## src/rtl/core/assert_macros.svh

```systemverilog
// Assertion macros shared by the decoder RTL files.
`ifndef ASSERT_MACROS_SVH
`define ASSERT_MACROS_SVH
`ifndef ASSERT_OFF
// Checked on clk, ignored while rst_n is low.
`define PUD_ASSERT(lbl, prop, msg) \
  lbl: assert property (@(posedge clk) disable iff (!rst_n) prop) else $error(msg);
// Checked on clk at every edge, reset included.
`define PUD_ASSERT_ALWAYS(lbl, prop, msg) \
  lbl: assert property (@(posedge clk) prop) else $error(msg);
`else
`define PUD_ASSERT(lbl, prop, msg)
`define PUD_ASSERT_ALWAYS(lbl, prop, msg)
`endif
`endif

```

## src/rtl/core/pud_pkg.sv

```systemverilog
// Types, character constants and helpers for the percent URL decoder.
package pud_pkg;

  localparam int ENTITY_MAX_DEF = 2;

  localparam logic [7:0] CH_PCT   = 8'h25;
  localparam logic [7:0] CH_PLUS  = 8'h2B;
  localparam logic [7:0] CH_SPACE = 8'h20;

  // Input item
  typedef struct packed {
    logic [7:0] in_byte;
    logic       end_of_text;
  } in_t;

  // Result item
  typedef struct packed {
    logic [7:0] out_byte;
    logic       run_last;
  } out_t;

  // Results of one step: count, then bytes in emission order
  typedef struct packed {
    logic [1:0] n;
    logic [7:0] b0;
    logic [7:0] b1;
  } res_t;

  function automatic logic is_alnum(input logic [7:0] c);
    return ((c >= 8'h30) && (c <= 8'h39)) ||
           ((c >= 8'h41) && (c <= 8'h5A)) ||
           ((c >= 8'h61) && (c <= 8'h7A));
  endfunction

  // Returns {valid, nibble}
  function automatic logic [4:0] hex_digit(input logic [7:0] c);
    logic [4:0] r;
    r = 5'd0;
    if ((c >= 8'h30) && (c <= 8'h39)) begin
      r = {1'b1, c[3:0]};
    end else if (((c >= 8'h41) && (c <= 8'h46)) || ((c >= 8'h61) && (c <= 8'h66))) begin
      r = {1'b1, 4'(c[3:0] + 4'd9)};
    end
    return r;
  endfunction

endpackage

```

## src/rtl/core/pud_core.sv

```systemverilog
// Escape state and per-byte decode logic of the percent URL decoder.
`include "assert_macros.svh"
module pud_core
  import pud_pkg::*;
#(
  parameter int ENTITY_MAX = ENTITY_MAX_DEF
) (
  input  logic clk,
  input  logic rst_n,
  input  logic step,
  input  in_t  item,
  output res_t res
);

  localparam int CntW = $clog2(ENTITY_MAX + 1);

  logic            pend_r, pend_nxt;
  logic [CntW-1:0] dc_r, dc_nxt;
  logic [7:0]      hex_r, hex_nxt;
  logic            stop_r, stop_nxt;

  logic       is_pct, gather, have_ent, last;
  logic [4:0] hd;
  logic [7:0] mapped, ent_val, gat_val;
  logic       ent_ok, chr_ok;
  logic [7:0] chr_val;

  // Classify the byte
  always_comb begin
    last     = item.end_of_text;
    is_pct   = (item.in_byte == CH_PCT);
    hd       = hex_digit(item.in_byte);
    have_ent = (dc_r != '0);
    gather   = !is_pct && pend_r && is_alnum(item.in_byte) &&
               (dc_r < CntW'(ENTITY_MAX));
    mapped   = (item.in_byte == CH_PLUS) ? CH_SPACE : item.in_byte;
    // entity value once this byte is gathered
    gat_val  = (!stop_r && hd[4]) ? {hex_r[3:0], hd[3:0]} : hex_r;
  end

  // Next escape state
  always_comb begin
    pend_nxt = pend_r;
    dc_nxt   = dc_r;
    hex_nxt  = hex_r;
    stop_nxt = stop_r;
    if (is_pct) begin
      pend_nxt = have_ent || !pend_r;
      dc_nxt   = '0;
      hex_nxt  = 8'd0;
      stop_nxt = 1'b0;
    end else if (gather) begin
      if (!stop_r && hd[4]) begin
        hex_nxt = {hex_r[3:0], hd[3:0]};
      end else begin
        stop_nxt = 1'b1;
      end
      dc_nxt = dc_r + CntW'(1);
    end else if (have_ent) begin
      pend_nxt = 1'b0;
      dc_nxt   = '0;
      hex_nxt  = 8'd0;
      stop_nxt = 1'b0;
    end
    if (last) begin
      pend_nxt = 1'b0;
      dc_nxt   = '0;
      hex_nxt  = 8'd0;
      stop_nxt = 1'b0;
    end
  end

  // Emitted bytes: pending entity first, then the literal or raw byte
  always_comb begin
    ent_val = gather ? gat_val : hex_r;
    ent_ok  = ((have_ent && !gather) || (gather && last)) && (ent_val != 8'd0);
    chr_val = is_pct ? CH_PCT : mapped;
    if (is_pct) begin
      chr_ok = !have_ent && pend_r;
    end else begin
      chr_ok = !gather && (mapped != 8'd0);
    end
    res.n  = {1'b0, ent_ok} + {1'b0, chr_ok};
    res.b0 = ent_ok ? ent_val : chr_val;
    res.b1 = chr_val;
  end

  // State registers
  always_ff @(posedge clk) begin
    if (!rst_n) begin
      pend_r <= 1'b0;
      dc_r   <= '0;
      hex_r  <= 8'd0;
      stop_r <= 1'b0;
    end else if (step) begin
      pend_r <= pend_nxt;
      dc_r   <= dc_nxt;
      hex_r  <= hex_nxt;
      stop_r <= stop_nxt;
    end
  end

  `PUD_ASSERT(a_dc_range, dc_r <= CntW'(ENTITY_MAX), "entity count beyond limit")
  `PUD_ASSERT(a_last_idle, step && item.end_of_text |=> !pend_r && dc_r == '0 && !stop_r,
              "state not cleared after end of text")
  `PUD_ASSERT(a_hold, !step |=> $stable(dc_r) && $stable(hex_r) && $stable(pend_r),
              "escape state moved without a step")

endmodule

```

## src/rtl/core/percent_url_decoder.sv

```systemverilog
// Top level of the percent URL decoder: input register, decode, result queue.
//
//  channel | ports                            | direction
//  --------+----------------------------------+----------
//  input   | in_valid, in_stall, in_data      | in
//  result  | out_valid, out_stall, out_data   | out
//
// Each input byte is held in the input register, is decoded there and
// pushes zero, one or two results into a four-entry result queue.
// The input side takes one byte per cycle while the queue holds two or fewer
// results; the result port drains one per cycle while out_stall is low, so the
// sustained byte rate is set by the single result port.
// Synchronous active-low reset empties both stages and clears escape state.
// A stalled result port fills the queue and then stalls the input side.
`include "assert_macros.svh"
module percent_url_decoder
  import pud_pkg::*;
#(
  parameter int ENTITY_MAX = ENTITY_MAX_DEF
) (
  input  logic clk,
  input  logic rst_n,
  input  logic in_valid,
  output logic in_stall,
  input  in_t  in_data,
  output logic out_valid,
  input  logic out_stall,
  output out_t out_data
);

  localparam int QDepth = 4;
  localparam int PtrW   = $clog2(QDepth);
  localparam int QCntW  = $clog2(QDepth + 1);

  logic             in_vld_r, in_vld_nxt;
  in_t              in_r;
  logic             adv, in_take, pop;
  res_t             res;
  logic [1:0]       push_n;
  out_t             q_r [QDepth];
  logic [PtrW-1:0]  wr_r, rd_r;
  logic [QCntW-1:0] cnt_r, cnt_nxt;

  // Input register handshake
  assign adv      = in_vld_r && (cnt_r <= QCntW'(QDepth - 2));
  assign in_stall = in_vld_r && !adv;
  assign in_take  = in_valid && !in_stall;

  always_comb begin
    in_vld_nxt = in_vld_r;
    if (in_take) begin
      in_vld_nxt = 1'b1;
    end else if (adv) begin
      in_vld_nxt = 1'b0;
    end
  end

  always_ff @(posedge clk) begin
    if (!rst_n) begin
      in_vld_r <= 1'b0;
    end else begin
      in_vld_r <= in_vld_nxt;
    end
  end

  always_ff @(posedge clk) begin
    if (in_take) begin
      in_r <= in_data;
    end
  end

  // Decode
  pud_core #(
    .ENTITY_MAX(ENTITY_MAX)
  ) u_core (
    .clk  (clk),
    .rst_n(rst_n),
    .step (adv),
    .item (in_r),
    .res  (res)
  );

  assign push_n = adv ? res.n : 2'd0;

  // Result queue
  assign out_valid = (cnt_r != '0);
  assign pop       = out_valid && !out_stall;
  assign out_data  = q_r[rd_r];
  assign cnt_nxt   = cnt_r + QCntW'(push_n) - QCntW'(pop);

  always_ff @(posedge clk) begin
    if (!rst_n) begin
      wr_r  <= '0;
      rd_r  <= '0;
      cnt_r <= '0;
    end else begin
      wr_r  <= wr_r + PtrW'(push_n);
      rd_r  <= rd_r + PtrW'(pop);
      cnt_r <= cnt_nxt;
    end
  end

  always_ff @(posedge clk) begin
    if (push_n != 2'd0) begin
      q_r[wr_r] <= '{out_byte: res.b0, run_last: (push_n == 2'd1)};
    end
    if (push_n == 2'd2) begin
      q_r[wr_r + PtrW'(1)] <= '{out_byte: res.b1, run_last: 1'b1};
    end
  end

  `PUD_ASSERT(a_q_bound, cnt_r <= QCntW'(QDepth), "result queue overflow")
  `PUD_ASSERT(a_in_hold, in_vld_r && !adv |=> in_vld_r && $stable(in_r),
              "held input item lost or changed")
  `PUD_ASSERT_ALWAYS(a_rst_empty, !rst_n |=> !out_valid && !in_vld_r,
                     "stages not empty after reset")

endmodule

```

## config.mk

```make
export PLATFORM = sky130hd
export DESIGN_NAME = percent_url_decoder
export DESIGN_NICKNAME = d
export VERILOG_FILES = /design/src/rtl/core/pud_pkg.sv /design/src/rtl/core/pud_core.sv /design/src/rtl/core/percent_url_decoder.sv
export VERILOG_INCLUDE_DIRS = /design/src /design/src/rtl/core
export SDC_FILE = /design/constraint.sdc
export NUM_CORES = 1
export LEC_CHECK = 0
export ABC_AREA = 0
export BUFFER_PORTS_ARGS = -buffer_cell sky130_fd_sc_hd__buf_4
export CORE_ASPECT_RATIO = 1.25
export CORE_UTILIZATION = 40
export DETAILED_ROUTE_END_ITERATION = 10
export PLACE_DENSITY_LB_ADDON = 0.25
export SLEW_MARGIN = 15
export SYNTH_ARGS = -nofsm -noshare
export SYNTH_HDL_FRONTEND = slang
export SYNTH_SLANG_ARGS = --single-unit
```

## constraint.sdc

```tcl
create_clock -name clk -period 4.62 [get_ports clk]
set_input_delay 0.462 -clock clk [delete_from_list [all_inputs] [get_ports clk]]
set_output_delay 0.462 -clock clk [all_outputs]
set_load 0.02 [all_outputs]
```

==> reports/metrics.cfg <==
[critical_path]
cp_max_fo = 11
crit_slowest_cell = edfxtp_1
timing.rr.end = q_r[3][8]
reg2reg_slack_ns = 0.49
cp_top_family = simple AND/OR/NAND/NOR gates
crit_buf_inv = 1
cp.arrival_ns = 4.34
reg2reg_depth = 13
required_ns = 4.83
startpoint_type = register
worst-path-stages = 13
crit_end = q_r[3][8]
critPathMaxStageDelay_ns = 0.56
crit_chain = inv_1 -> ha_1 -> nor3b_1 -> nor4_4 -> o2111ai_4 -> nor3b_4 -> nor3_2 -> ha_1 -> nor2_1 -> nor2_1 -> nand3_1 -> o21ai_1 -> a22o_1
path_class = reg2reg
startpoint = in_r[2]
reg2reg_from = in_r[2]
crit_path_end_kind = register

[floorplan]
fp.dieArea_um2 = 9526
dieWidth_um = 87.50
initial_utilization_pct = 41.55
num_rows = 38
die_h_um = 108.9
io_pins = 24
core_um2 = 8796

[synth]
synth_edf_count = 41
syn_area_um2 = 3655
synthMuxAreaShare_pct = 8.524
ys_types = 65
yosysWarnings = 0
synth_top_family_by_area = compound AO/OA/AOI/OAI gates
synthAdderAreaFrac_pct = 3.629
ys_ff_latch = 65
syn_nets = 349
ys.flop_type = edfxtp_1
synth-compound-area-share_pct = 19.96
syn_area_per_cell_um2 = 11.21
synthArstFlopShare_pct = 0
synth-xor-area-share_pct = 1.438
yosysSeqAreaShare_pct = 46.83
postSynthCellCount = 326
synthSimpleGateAreaFrac_pct = 15.99

[route]
drtIter0Drc = 190
drt-vias-per-instance = 5.606
wl_met3_um = 347
drt-pass1-iter-count = 4
postRouteAntennaNets = 0
drt-met1-wl_um = 3383
wl_met2_um = 4028
drt_wl_total_um = 7857
routed.top_layer = met4
wire_per_inst_um = 16.54
num_vias = 2663
drc_errors = 0

[power]
power_density_nw_per_um2 = 390.0
total_leakage_power_nw = 1.493
total_power_mw = 1.618
pwr-share-clk_pct = 29.5
swShare_pct = 30.76
comb_power_share_pct = 25.0
p_int_mw = 1.121
pwr-share-seq_pct = 45.4
p_switching_mw = 0.4978
ir_drop_mv = 0.1507

[clocking]
numCtsBuffers = 9
cts_hold_buf = 0
cts_buffer_depth = 2
htreeDepth = 3
path_clk_slew_ns = 0.08
cts.sinks = 65
worstSkewPairLatency_ns = 0.35
postCtsSetupRepairBufs = 0
cts_root_buf = clkbuf_8
cts_resized = 0
cts_tree = done

[grt]
grt_max_degree = 16
antenna_found_initial = 0
grt.overflow.total = 0
grt_pass1_wl_um = 12920
grt_pass1_vias = 2603
grtUsageTotal_pct = 18.02

[status]
status = complete, no violations

[timing]
max_slew_margin_pct = 46.68
tightest_slew_ns = 0.7981
fmax_mhz = 242.1
slew_violations = 0
fin_crit_sh_pct = 89.39
fin_setup_tns_ns = 0
clock_skew_ns = 0.01539
min_period_ns = 4.130
setup_viol = 0
finalHoldViolCount = 0
grt_setup_unrepaired = no

[final_layout]
fin_nets = 373
num_antenna_cells = 0
drive_above_1_share_pct = 20.28
areaGrowthSynthToFinish_pct = 13.52
stdcell_count = 475

[placed_design]
port_buffers = 23
gp_congestion = 0.9147
dp.cells = 459
hpwl_um = 5949

[job]
drv_cap = 0

[min_path]
holdCritPathClass = in2reg

-- sequential cells by signal, indices dropped and copies added (netlist names) --
name           cells
rd_r               2
u_core.dc_r        2
wr_r               2
u_core.pend_r      1
in_vld_r           1
u_core.hex_r       8
q_r               36
cnt_r              3
u_core.stop_r      1
in_r               9
-- cell usage in the layout (no fill, tap or decap), types with 6 or more instances in the layout --
cell type / netlist / routed
nor2_1: 23 / 23
ha_1: 9 / 9
nand3_1: 9 / 9
inv_1: 13 / 13
and2_1: 6 / 6
o22ai_1: 13 / 13
nor2b_1: 8 / 8
clkbuf_8: 0 / 9
a21oi_1: 9 / 9
o21ai_0: 12 / 12
buf_4: 0 / 31
nand2_1: 20 / 20
dfxtp_1: 24 / 24
mux4_2: 9 / 9
edfxtp_1: 41 / 41
a22o_1: 27 / 27
-- how the worst min path moves through the flow --
stage                               from        endpoint  slack, ns  depth (start not counted)
after floorplan                q_r[3][0]       q_r[3][0]       0.44                          2
after global placement    u_core.dc_r[0]  u_core.dc_r[0]       0.45                          2
after detailed placement  u_core.dc_r[0]  u_core.dc_r[0]       0.46                          2
after CTS                     in_data[1]         in_r[1]       0.26                          1
after global routing          in_data[8]         in_r[8]       0.26                          1
final                         in_data[2]         in_r[2]       0.28                          1
-- power groups by stage --
stage	clock (mW)	sequential (mW)	combinational, mW
2_1_floorplan	0	0.697	0.333
3_3_place_gp	0	0.749	0.402
3_5_place_dp	0	0.752	0.406
4_1_cts	0.493	0.738	0.409
5_1_grt	0.517	0.748	0.451
6_report	0.478	0.735	0.405
-- cell usage after synthesis, drive strengths merged, types with 5 or more instances --
library cell | instances | area share, %
a21oi | 9 | 1.2
a22o | 27 | 6.5
and2 | 6 | 1.0
buf | 8 | 1.3
clkbuf | 10 | 1.0
dfxtp | 24 | 13
edfxtp | 41 | 34
ha | 9 | 3.1
inv | 13 | 1.3
mux2 | 7 | 2.2
mux4 | 9 | 5.5
nand2 | 20 | 2.1
nand3 | 9 | 1.2
nor2 | 23 | 2.4
nor2b | 8 | 1.4
nor3b | 5 | 1.5
nor4 | 6 | 1.4
o21a | 6 | 1.4
o21ai | 16 | 2.2
o22ai | 13 | 2.2
-- layout make-up --
class | count | area, um^2
flip-flops and latches | 65 | 1712
clock buffers | 10 | 127.6
well taps | 120 | 150.1
fillers | 818 | 4647
multi-input cells | 230 | 1810
repair buffers | 31 | 232.7
clock inverters | 6 | 67.56
inverters | 13 | 48.80
-- worst register-to-register path, stage by stage, from the launching register on --
cell	delay, ns
edfxtp_1	0.56
inv_1	0.12
ha_1	0.26
nor3b_1	0.45
nor4_4	0.12
o2111ai_4	0.38
nor3b_4	0.35
nor3_2	0.09
ha_1	0.41
nor2_1	0.06
nor2_1	0.31
nand3_1	0.28
o21ai_1	0.38
a22o_1	0.22
-- layer usage --
metal  up-vias  track usage [%]
li1       1310                -
met1      1271            21.59
met2        74            30.80
met3         8            4.466
met4         0            7.260
met5         -                0
-- through the flow --
step / hold WS, ns / cell area (um^2) / utilization, % / setup WS [ns]
floorplan: 0.4408 / 3655 / - / 0.5928
global placement: 0.4512 / 3954 / 44.95 / 0.6373
detailed placement: 0.4584 / 3954 / 44.95 / 0.5243
CTS: 0.2619 / 4149 / 47.17 / 0.5052
global route: 0.2589 / 4149 / 47.17 / 0.09802
finish: 0.2778 / 4149 / 47.17 / 0.4901
-- logic make-up (layout without fill, tap and decap cells) --
| kind of cell | after synthesis | in the layout |
|---|---|---|
| AND/OR/NAND/NOR | 99 | 99 |
| AO/OA/AOI/OAI | 96 | 96 |
| flip-flops | 65 | 65 |
| buffers and inverters | 31 | 60 |
| multiplexers | 19 | 19 |
| adder cells (fa/ha/maj) | 10 | 10 |
| XOR/XNOR | 6 | 6 |
Note: power is estimated with default switching activity, not from simulation.
